==> src/rtl/core/value_noise_terrain_classifier_macros.svh <==
// Assertion macros used by the value noise terrain classifier queue.
`ifndef VALUE_NOISE_TERRAIN_CLASSIFIER_MACROS_SVH
`define VALUE_NOISE_TERRAIN_CLASSIFIER_MACROS_SVH

// Checks a property on every rising clock edge outside reset.
`define VNTC_ASSERT(lbl, prop, msg) \
   lbl: assert property (@(posedge clock) disable iff (reset) (prop)) else $error(msg);

// Checks that a condition in one cycle implies a condition in the next.
`define VNTC_ASSERT_NEXT(lbl, cond, expect_next, msg) \
   lbl: assert property (@(posedge clock) disable iff (reset) (cond) |=> (expect_next)) \
      else $error(msg);

`endif

==> src/rtl/core/vntc_pkg.sv <==
// Types, constants and arithmetic helpers of the value noise terrain classifier.
package vntc_pkg;

   localparam int CoordWidth = 8;
   localparam int DivSteps = CoordWidth;
   localparam int QueueDepth = 4;
   localparam int QueuePtrWidth = 2;
   localparam int QueueCountWidth = 3;
   localparam int GridSize = 4;

   localparam logic [7:0] ThreshWater = 8'd80;
   localparam logic [7:0] ThreshGrass = 8'd120;
   localparam logic [7:0] ThreshTrees = 8'd160;

   localparam logic [1:0] TerrainGrass = 2'h0;
   localparam logic [1:0] TerrainWater = 2'h1;
   localparam logic [1:0] TerrainTrees = 2'h2;
   localparam logic [1:0] TerrainMountains = 2'h3;

   localparam logic CsrIdxSeed = 1'b0;
   localparam logic CsrIdxScale = 1'b1;

   localparam logic [7:0] SeedReset = 8'd0;
   localparam logic [7:0] ScaleReset = 8'd1;

   typedef struct packed {
      logic [7:0] coord_x;
      logic [7:0] coord_y;
   } req_type;

   typedef struct packed {
      logic [7:0] noise_value;
      logic [1:0] terrain_code;
   } rsp_type;

   typedef struct packed {
      logic [7:0] cx;
      logic [7:0] cy;
   } cell_type;

   typedef struct packed {
      logic [15:0] ax;
      logic [15:0] ay;
   } div_stage_type;

   // One restoring division step: upper byte is the remainder, lower byte
   // shifts the dividend out and the quotient in.
   function automatic logic [15:0] div_step(input logic [15:0] aq, input logic [7:0] d);
      logic [8:0] a;
      logic [8:0] diff;
      logic [15:0] r;
      a = {aq[15:8], aq[7]};
      diff = a - {1'b0, d};
      if (a >= {1'b0, d}) begin
         r = {diff[7:0], aq[6:0], 1'b1};
      end else begin
         r = {a[7:0], aq[6:0], 1'b0};
      end
      return r;
   endfunction

   function automatic logic [7:0] hash8(input logic [7:0] a, input logic [7:0] b,
                                        input logic [7:0] s);
      logic [7:0] t;
      logic [7:0] u;
      logic [7:0] h;
      t = a ^ s ^ b;
      u = b + t;
      h = (s + {1'b0, u[7:1]}) ^ t;
      return h;
   endfunction

   function automatic logic [1:0] classify(input logic [7:0] v);
      logic [1:0] code;
      if (v < ThreshWater) begin
         code = TerrainWater;
      end else if (v < ThreshGrass) begin
         code = TerrainGrass;
      end else if (v < ThreshTrees) begin
         code = TerrainTrees;
      end else begin
         code = TerrainMountains;
      end
      return code;
   endfunction

endpackage

==> src/rtl/core/vntc_front.sv <==
// Front end: accepts coordinates and finds the lattice cell in a pipelined divider.
module vntc_front (
   input  logic                 clock,
   input  logic                 reset,
   input  logic [7:0]           scale,
   input  logic                 req_valid,
   output logic                 req_stall,
   input  vntc_pkg::req_type    req_data,
   output logic                 cell_valid,
   input  logic                 cell_stall,
   output vntc_pkg::cell_type   cell_data
);

   localparam int Last = vntc_pkg::DivSteps - 1;

   vntc_pkg::div_stage_type stage_ff [vntc_pkg::DivSteps];
   vntc_pkg::div_stage_type stage_in [vntc_pkg::DivSteps];
   logic [vntc_pkg::DivSteps-1:0] valid_ff;
   logic [7:0] divisor;
   logic advance;

   assign divisor = (scale == 8'd0) ? 8'd1 : scale;
   assign advance = !(valid_ff[Last] && cell_stall);
   assign req_stall = !advance;

   always_comb begin
      stage_in[0].ax = vntc_pkg::div_step({8'd0, req_data.coord_x}, divisor);
      stage_in[0].ay = vntc_pkg::div_step({8'd0, req_data.coord_y}, divisor);
      for (int i = 1; i < vntc_pkg::DivSteps; i++) begin
         stage_in[i].ax = vntc_pkg::div_step(stage_ff[i-1].ax, divisor);
         stage_in[i].ay = vntc_pkg::div_step(stage_ff[i-1].ay, divisor);
      end
   end

   always_ff @(posedge clock) begin
      if (reset) begin
         valid_ff <= '0;
      end else if (advance) begin
         valid_ff <= {valid_ff[vntc_pkg::DivSteps-2:0], req_valid};
      end
   end

   always_ff @(posedge clock) begin
      if (advance) begin
         stage_ff <= stage_in;
      end
   end

   assign cell_valid = valid_ff[Last];
   assign cell_data.cx = stage_ff[Last].ax[7:0];
   assign cell_data.cy = stage_ff[Last].ay[7:0];

endmodule

==> src/rtl/core/vntc_queue.sv <==
// Short queue of lattice cells between the front end and the back end.
`include "value_noise_terrain_classifier_macros.svh"

module vntc_queue (
   input  logic                 clock,
   input  logic                 reset,
   input  logic                 in_valid,
   output logic                 in_stall,
   input  vntc_pkg::cell_type   in_data,
   output logic                 out_valid,
   input  logic                 out_stall,
   output vntc_pkg::cell_type   out_data
);

   vntc_pkg::cell_type mem_ff [vntc_pkg::QueueDepth];
   logic [vntc_pkg::QueuePtrWidth-1:0] wr_ptr_ff;
   logic [vntc_pkg::QueuePtrWidth-1:0] wr_ptr_in;
   logic [vntc_pkg::QueuePtrWidth-1:0] rd_ptr_ff;
   logic [vntc_pkg::QueuePtrWidth-1:0] rd_ptr_in;
   logic [vntc_pkg::QueueCountWidth-1:0] count_ff;
   logic [vntc_pkg::QueueCountWidth-1:0] count_in;
   logic full;
   logic push;
   logic pop;

   assign full = (count_ff == vntc_pkg::QueueCountWidth'(vntc_pkg::QueueDepth));
   assign in_stall = full;
   assign out_valid = (count_ff != '0);
   assign push = in_valid && !full;
   assign pop = out_valid && !out_stall;
   assign out_data = mem_ff[rd_ptr_ff];

   always_comb begin
      wr_ptr_in = push ? wr_ptr_ff + 1'b1 : wr_ptr_ff;
      rd_ptr_in = pop ? rd_ptr_ff + 1'b1 : rd_ptr_ff;
      count_in = count_ff;
      if (push && !pop) begin
         count_in = count_ff + 1'b1;
      end else if (pop && !push) begin
         count_in = count_ff - 1'b1;
      end
   end

   always_ff @(posedge clock) begin
      if (reset) begin
         wr_ptr_ff <= '0;
         rd_ptr_ff <= '0;
         count_ff <= '0;
      end else begin
         wr_ptr_ff <= wr_ptr_in;
         rd_ptr_ff <= rd_ptr_in;
         count_ff <= count_in;
      end
   end

   always_ff @(posedge clock) begin
      if (push) begin
         mem_ff[wr_ptr_ff] <= in_data;
      end
   end

   `VNTC_ASSERT(a_count_bound, count_ff <= vntc_pkg::QueueCountWidth'(vntc_pkg::QueueDepth), "queue count beyond depth")
   `VNTC_ASSERT(a_empty_ptrs, (count_ff == '0) |-> (rd_ptr_ff == wr_ptr_ff), "empty queue with unequal pointers")
   `VNTC_ASSERT_NEXT(a_count_up, push && !pop, count_ff == $past(count_ff) + 1'b1, "queue count did not grow on push")
   `VNTC_ASSERT_NEXT(a_count_down, pop && !push, count_ff == $past(count_ff) - 1'b1, "queue count did not shrink on pop")

endmodule

==> src/rtl/core/vntc_back.sv <==
// Back end: hashes the lattice window, smooths, interpolates and classifies.
module vntc_back (
   input  logic                 clock,
   input  logic                 reset,
   input  logic [7:0]           seed,
   input  logic                 cell_valid,
   output logic                 cell_stall,
   input  vntc_pkg::cell_type   cell_data,
   output logic                 rsp_valid,
   input  logic                 rsp_stall,
   output vntc_pkg::rsp_type    rsp_data
);

   logic [7:0] hash_ff [vntc_pkg::GridSize][vntc_pkg::GridSize];
   logic [7:0] hash_in [vntc_pkg::GridSize][vntc_pkg::GridSize];
   logic [7:0] smooth_ff [4];
   logic [7:0] smooth_in [4];
   logic hash_valid_ff;
   logic smooth_valid_ff;
   logic rsp_valid_ff;
   vntc_pkg::rsp_type rsp_ff;
   vntc_pkg::rsp_type rsp_in;
   logic [7:0] xs [vntc_pkg::GridSize];
   logic [7:0] ys [vntc_pkg::GridSize];
   logic advance;

   assign advance = !(rsp_valid_ff && rsp_stall);
   assign cell_stall = !advance;

   always_comb begin
      for (int i = 0; i < vntc_pkg::GridSize; i++) begin
         xs[i] = cell_data.cx - 8'd1 + 8'(i);
         ys[i] = cell_data.cy - 8'd1 + 8'(i);
      end
      for (int j = 0; j < vntc_pkg::GridSize; j++) begin
         for (int i = 0; i < vntc_pkg::GridSize; i++) begin
            hash_in[j][i] = vntc_pkg::hash8(xs[i], ys[j], seed);
         end
      end
   end

   always_comb begin
      logic [9:0] diag;
      logic [9:0] side;
      for (int b = 0; b < 2; b++) begin
         for (int a = 0; a < 2; a++) begin
            diag = {2'b0, hash_ff[b][a]} + {2'b0, hash_ff[b][a+2]}
                 + {2'b0, hash_ff[b+2][a]} + {2'b0, hash_ff[b+2][a+2]};
            side = {2'b0, hash_ff[b+1][a]} + {2'b0, hash_ff[b+1][a+2]}
                 + {2'b0, hash_ff[b][a+1]} + {2'b0, hash_ff[b+2][a+1]};
            smooth_in[2*b+a] = 8'(diag >> 4) + 8'(side >> 3) + (hash_ff[b+1][a+1] >> 2);
         end
      end
   end

   always_comb begin
      logic [8:0] top;
      logic [8:0] bot;
      logic [8:0] mix;
      top = {1'b0, smooth_ff[0]} + {1'b0, smooth_ff[1]};
      bot = {1'b0, smooth_ff[2]} + {1'b0, smooth_ff[3]};
      mix = {1'b0, top[8:1]} + {1'b0, bot[8:1]};
      rsp_in.noise_value = mix[8:1];
      rsp_in.terrain_code = vntc_pkg::classify(mix[8:1]);
   end

   always_ff @(posedge clock) begin
      if (reset) begin
         hash_valid_ff <= 1'b0;
         smooth_valid_ff <= 1'b0;
         rsp_valid_ff <= 1'b0;
      end else if (advance) begin
         hash_valid_ff <= cell_valid;
         smooth_valid_ff <= hash_valid_ff;
         rsp_valid_ff <= smooth_valid_ff;
      end
   end

   always_ff @(posedge clock) begin
      if (advance) begin
         hash_ff <= hash_in;
         smooth_ff <= smooth_in;
         rsp_ff <= rsp_in;
      end
   end

   assign rsp_valid = rsp_valid_ff;
   assign rsp_data = rsp_ff;

endmodule

==> src/rtl/core/value_noise_terrain_classifier.sv <==
// Top level of the value noise terrain classifier with its register port.
// Each result passes through the divider, the cell queue and then the back end.
// Throughput: one transaction per cycle unless stalled, set by an 8-stage divider
// pipeline in the front end and the 3-stage hash, smooth and blend pipeline in the back.
// A 4-entry cell queue lets the front end keep accepting while results stall.
// Synchronous reset empties all stages and the queue, sets seed to 0, scale to 1.
module value_noise_terrain_classifier (
   input  logic                 clock,
   input  logic                 reset,
   input  logic                 req_valid,
   output logic                 req_stall,
   input  vntc_pkg::req_type    req_data,
   output logic                 rsp_valid,
   input  logic                 rsp_stall,
   output vntc_pkg::rsp_type    rsp_data,
   input  logic                 csr_psel,
   input  logic                 csr_penable,
   input  logic                 csr_pwrite,
   input  logic [2:0]           csr_paddr,
   input  logic [31:0]          csr_pwdata,
   output logic [31:0]          csr_prdata,
   output logic                 csr_pready
);

   logic [7:0] seed_ff;
   logic [7:0] seed_in;
   logic [7:0] scale_ff;
   logic [7:0] scale_in;
   logic csr_write;
   logic front_valid;
   logic front_stall;
   vntc_pkg::cell_type front_cell;
   logic back_valid;
   logic back_stall;
   vntc_pkg::cell_type back_cell;

   assign csr_pready = 1'b1;
   assign csr_write = csr_psel && csr_penable && csr_pwrite && csr_pready;

   always_comb begin
      seed_in = seed_ff;
      scale_in = scale_ff;
      if (csr_write) begin
         unique case (csr_paddr[2])
            vntc_pkg::CsrIdxSeed: seed_in = csr_pwdata[7:0];
            vntc_pkg::CsrIdxScale: scale_in = csr_pwdata[7:0];
            default: begin
            end
         endcase
      end
   end

   always_comb begin
      unique case (csr_paddr[2])
         vntc_pkg::CsrIdxSeed: csr_prdata = {24'd0, seed_ff};
         vntc_pkg::CsrIdxScale: csr_prdata = {24'd0, scale_ff};
         default: csr_prdata = 32'd0;
      endcase
   end

   always_ff @(posedge clock) begin
      if (reset) begin
         seed_ff <= vntc_pkg::SeedReset;
         scale_ff <= vntc_pkg::ScaleReset;
      end else begin
         seed_ff <= seed_in;
         scale_ff <= scale_in;
      end
   end

   vntc_front u_front (
      .clock      (clock),
      .reset      (reset),
      .scale      (scale_ff),
      .req_valid  (req_valid),
      .req_stall  (req_stall),
      .req_data   (req_data),
      .cell_valid (front_valid),
      .cell_stall (front_stall),
      .cell_data  (front_cell)
   );

   vntc_queue u_queue (
      .clock     (clock),
      .reset     (reset),
      .in_valid  (front_valid),
      .in_stall  (front_stall),
      .in_data   (front_cell),
      .out_valid (back_valid),
      .out_stall (back_stall),
      .out_data  (back_cell)
   );

   vntc_back u_back (
      .clock      (clock),
      .reset      (reset),
      .seed       (seed_ff),
      .cell_valid (back_valid),
      .cell_stall (back_stall),
      .cell_data  (back_cell),
      .rsp_valid  (rsp_valid),
      .rsp_stall  (rsp_stall),
      .rsp_data   (rsp_data)
   );

endmodule

==> config.mk <==
export PLATFORM = sky130hd
export DESIGN_NAME = value_noise_terrain_classifier
export DESIGN_NICKNAME = d
export VERILOG_FILES = /design/src/rtl/core/vntc_pkg.sv /design/src/rtl/core/vntc_front.sv /design/src/rtl/core/vntc_queue.sv /design/src/rtl/core/vntc_back.sv /design/src/rtl/core/value_noise_terrain_classifier.sv
export VERILOG_INCLUDE_DIRS = /design/src /design/src/rtl/core
export SDC_FILE = /design/constraint.sdc
export NUM_CORES = 2
export LEC_CHECK = 0
export BUFFER_PORTS_ARGS = -buffer_cell sky130_fd_sc_hd__buf_2
export CAP_MARGIN = 20
export CORE_MARGIN = 2
export CORE_UTILIZATION = 45
export CTS_BUF_LIST = sky130_fd_sc_hd__clkbuf_4
export DETAILED_ROUTE_END_ITERATION = 7
export PLACE_DENSITY_LB_ADDON = 0.15
export SETUP_SLACK_MARGIN = 0.5
export SYNTH_ARGS = -nofsm -noshare
export SYNTH_HDL_FRONTEND = slang
export SYNTH_SLANG_ARGS = --single-unit
==> constraint.sdc <==
create_clock -name clock -period 8.8 [get_ports clock]
set_input_delay 0.88 -clock clock [delete_from_list [all_inputs] [get_ports clock]]
set_output_delay 0.88 -clock clock [all_outputs]
set_load 0.05 [all_outputs]
==> results_dict.tcl <==
set metrics [dict create \
    status "finished, final reports clean" \
    yosys.area.top_type "edfxtp_1" \
    first_pass_iters 5 \
    final_cell_mix "ha_1, edfxtp_1, inv_1" \
    core_area_um2 85150 \
    cts_root_buf "clkbuf_4" \
    totalNegativeSetupSlack_ps 0 \
    startpoint_type "flip-flop" \
    drv_slew 0 \
    io_buffers 51 \
    hold_end "u_back.smooth_valid_ff" \
    grtUsageTotal_pct 21.90 \
    ys.flop_type "edfxtp_1" \
    layout_commonest_cell "ha_1" \
    ys_top_cells_by_area "edfxtp_1, ha_1, xnor2_1, fa_1, inv_1" \
    worst_pin_slew_ps 1145 \
    hp-class "primary input to flip-flop" \
    fin_util_pct 49.89 \
    synth-edff-count 468 \
    grt_max_degree 172 \
    netlist_instances 3575 \
    initial_utilization_pct 45.42 \
    yosysWarnings 0 \
    cts.sinks 504 \
    worst_slew_margin_rel_pct 23.11 \
    fin_skew_ps 68.28 \
    cts_setup_buffers 0 \
    hold_depth 3 \
    crit_type "flip-flop to flip-flop" \
    post-route-period-util_pct 79.53 \
    syn_to_final_growth_pct 9.852 \
    dp_hpwl_um 74220 \
    via_count 25750 \
    reg2reg_setup_slack_ps 1800 \
    grt_pass1_wl_um 147100 \
    antenna_found_initial 4 \
    clkLatencyLatePin_ps 1050 \
    yosys_register_bits 504 \
    antenna_left 0 \
    path_max_fanout 13 \
    hold-worst-slack_ps 147.2 \
    ys_types 70 \
    setup_viol 0 \
    nets 4460 \
    io-pin-count 103 \
    tritoncts "yes" \
    die_x_um 297.1 \
    wl_met3_um 3767 \
    dp_worst_setup_slack_ps 1767 \
    drc_errors 0 \
    ys_async_sr_fraction_pct 0 \
    hold_viol_final 0 \
    syn_area_per_cell_um2 10.82 \
    grt_pass1_vias 26320 \
    row_count 107 \
    worstPathArrival_ps 7730 \
    timing.rr.end "u_back.hash_ff[111]" \
    wl_met1_um 40780 \
    grt-ovfl-total 0 \
    reg2regPathDepth 21 \
    clk_pin_slew_ps 60 \
    dr.first_iter.drc_count 1352 \
    setup_slack_ps 1801 \
    synth_top_area_share_pct 36.34 \
    required_ps 9530 \
    wirelength_um 94960 \
    cts_buffers 143 \
    vias_per_cell 5.104 \
    cp-end-kind "flip-flop" \
    period_needed_ps 6999 \
    syn_area_um2 38670 \
    met2WireLength_um 47590 \
    die_area_um2 88300 \
    seq_area_frac_synth_pct 38.20 \
    cap_violations 0 \
    gp_congestion 0.9077 \
    timing.fmax_ghz 0.1429 \
    top_layer "met4" \
    holdCritStartpoint "rsp_stall" \
    wl_per_cell_um 18.82 \
    die_h_um 297.1 \
    rsz0062_at_grt "false" \
    drive_gt1_share_pct 11.29 \
    htree_num_levels 4 \
    clockBufferDepth 3 \
]
==> timing repair <==
| action | CTS | global route |
|---|---|---|
| hold endpoints to repair | 30 | 0 |
| resized for setup | 0 | 0 |
| hold buffers | 23 | 0 |
==> cell usage after synthesis (33+ instances only) <==
| library cell | n |
|---|---|
| nor2b_1 | 50 |
| o21ai_0 | 140 |
| inv_1 | 461 |
| edfxtp_1 | 468 |
| nor2_1 | 227 |
| mux2i_1 | 40 |
| mux2_2 | 67 |
| nand2b_1 | 51 |
| a21boi_0 | 45 |
| o21a_1 | 33 |
| a21oi_1 | 202 |
| xor2_1 | 151 |
| xnor2_1 | 369 |
| nand2_1 | 140 |
| dfxtp_1 | 36 |
| ha_1 | 486 |
| nor3_1 | 43 |
| fa_1 | 122 |
| a21o_1 | 102 |
| o21bai_1 | 46 |
==> metrics by stage <==
| stage | cells | cell area [um2] |
|---|---|---|
| global route | 5045 | 42480 |
| floorplan | 3598 | 38760 |
| CTS | 5040 | 42470 |
| global placement | 4770 | 40410 |
| finish | 5045 | 42480 |
| detailed placement | 4770 | 40410 |
==> metal layers <==
layer,vias to the layer above,track usage (%)
met1,12240,27.02
met5,-,0
met3,186,3.411
met2,474,38.75
li1,12850,-
met4,0,7.816
==> cells by family (layout without fill, tap and decap cells) <==
logic type      Yosys count  count (layout)  share of synthesized area (%)
fa+ha+maj               608             608                          22.04
compound gates          651             651                          10.55
other cells               2              30                        0.01942
mux                     122             122                          3.860
buf+inv                 537             835                          5.523
flops                   504             504                          38.20
simple gates            622             622                          7.597
xor+xnor                529             529                          12.20
==> layout make-up <==
cell class                      instances  area, um2
Fill cell                            7990      42670
Multi-Input combinational cell       2557      21870
Sequential cell                       504      14770
Inverter                              477       1790
Clock buffer                          202       1516
Tap cell                             1144       1431
Timing Repair Buffer                  111      775.7
Clock inverter                         45      312.8
Antenna cell                            5      12.51
==> worst max path at each step <==
stage / from / endpoint / depth (start not counted)
finish: flip-flop / u_back.hash_ff[111] / 21
global route: flip-flop / u_back.hash_ff[111] / 21
CTS: flip-flop / u_back.hash_ff[111] / 21
detailed placement: flip-flop / u_back.hash_ff[111] / 21
global placement: flip-flop / u_back.hash_ff[111] / 21
floorplan: u_queue.count_ff[1] / req_stall / 3
==> critical path, stage by stage, from the launching register on <==
cell	delay [ps]
dfxtp_1	860
mux4_2	620
inv_1	170
ha_1	250
xnor2_1	180
inv_1	120
ha_1	340
xor2_1	690
inv_2	280
ha_1	430
nand3_1	110
a21oi_1	70
a221oi_1	640
o32ai_1	150
a221o_1	360
xor2_1	180
ha_1	330
a21oi_1	270
o21bai_1	100
a21oi_1	240
xnor2_1	120
xnor2_1	170
==> sequential cells by signal, summed over array words and instances, names as in the netlist, 3 cells and up, named ones only <==
signal,count
u_front.cell_data,16
u_back.smooth_ff,32
u_front.valid_ff,8
seed_ff,8
u_queue.mem_ff,64
u_back.rsp_data,10
u_back.hash_ff,122
u_front.stage_ff,224
scale_ff,8
u_queue.count_ff,3
Power is not shown: default switching activity piles up to over one toggle a cycle in this logic, so the estimate is an artifact.
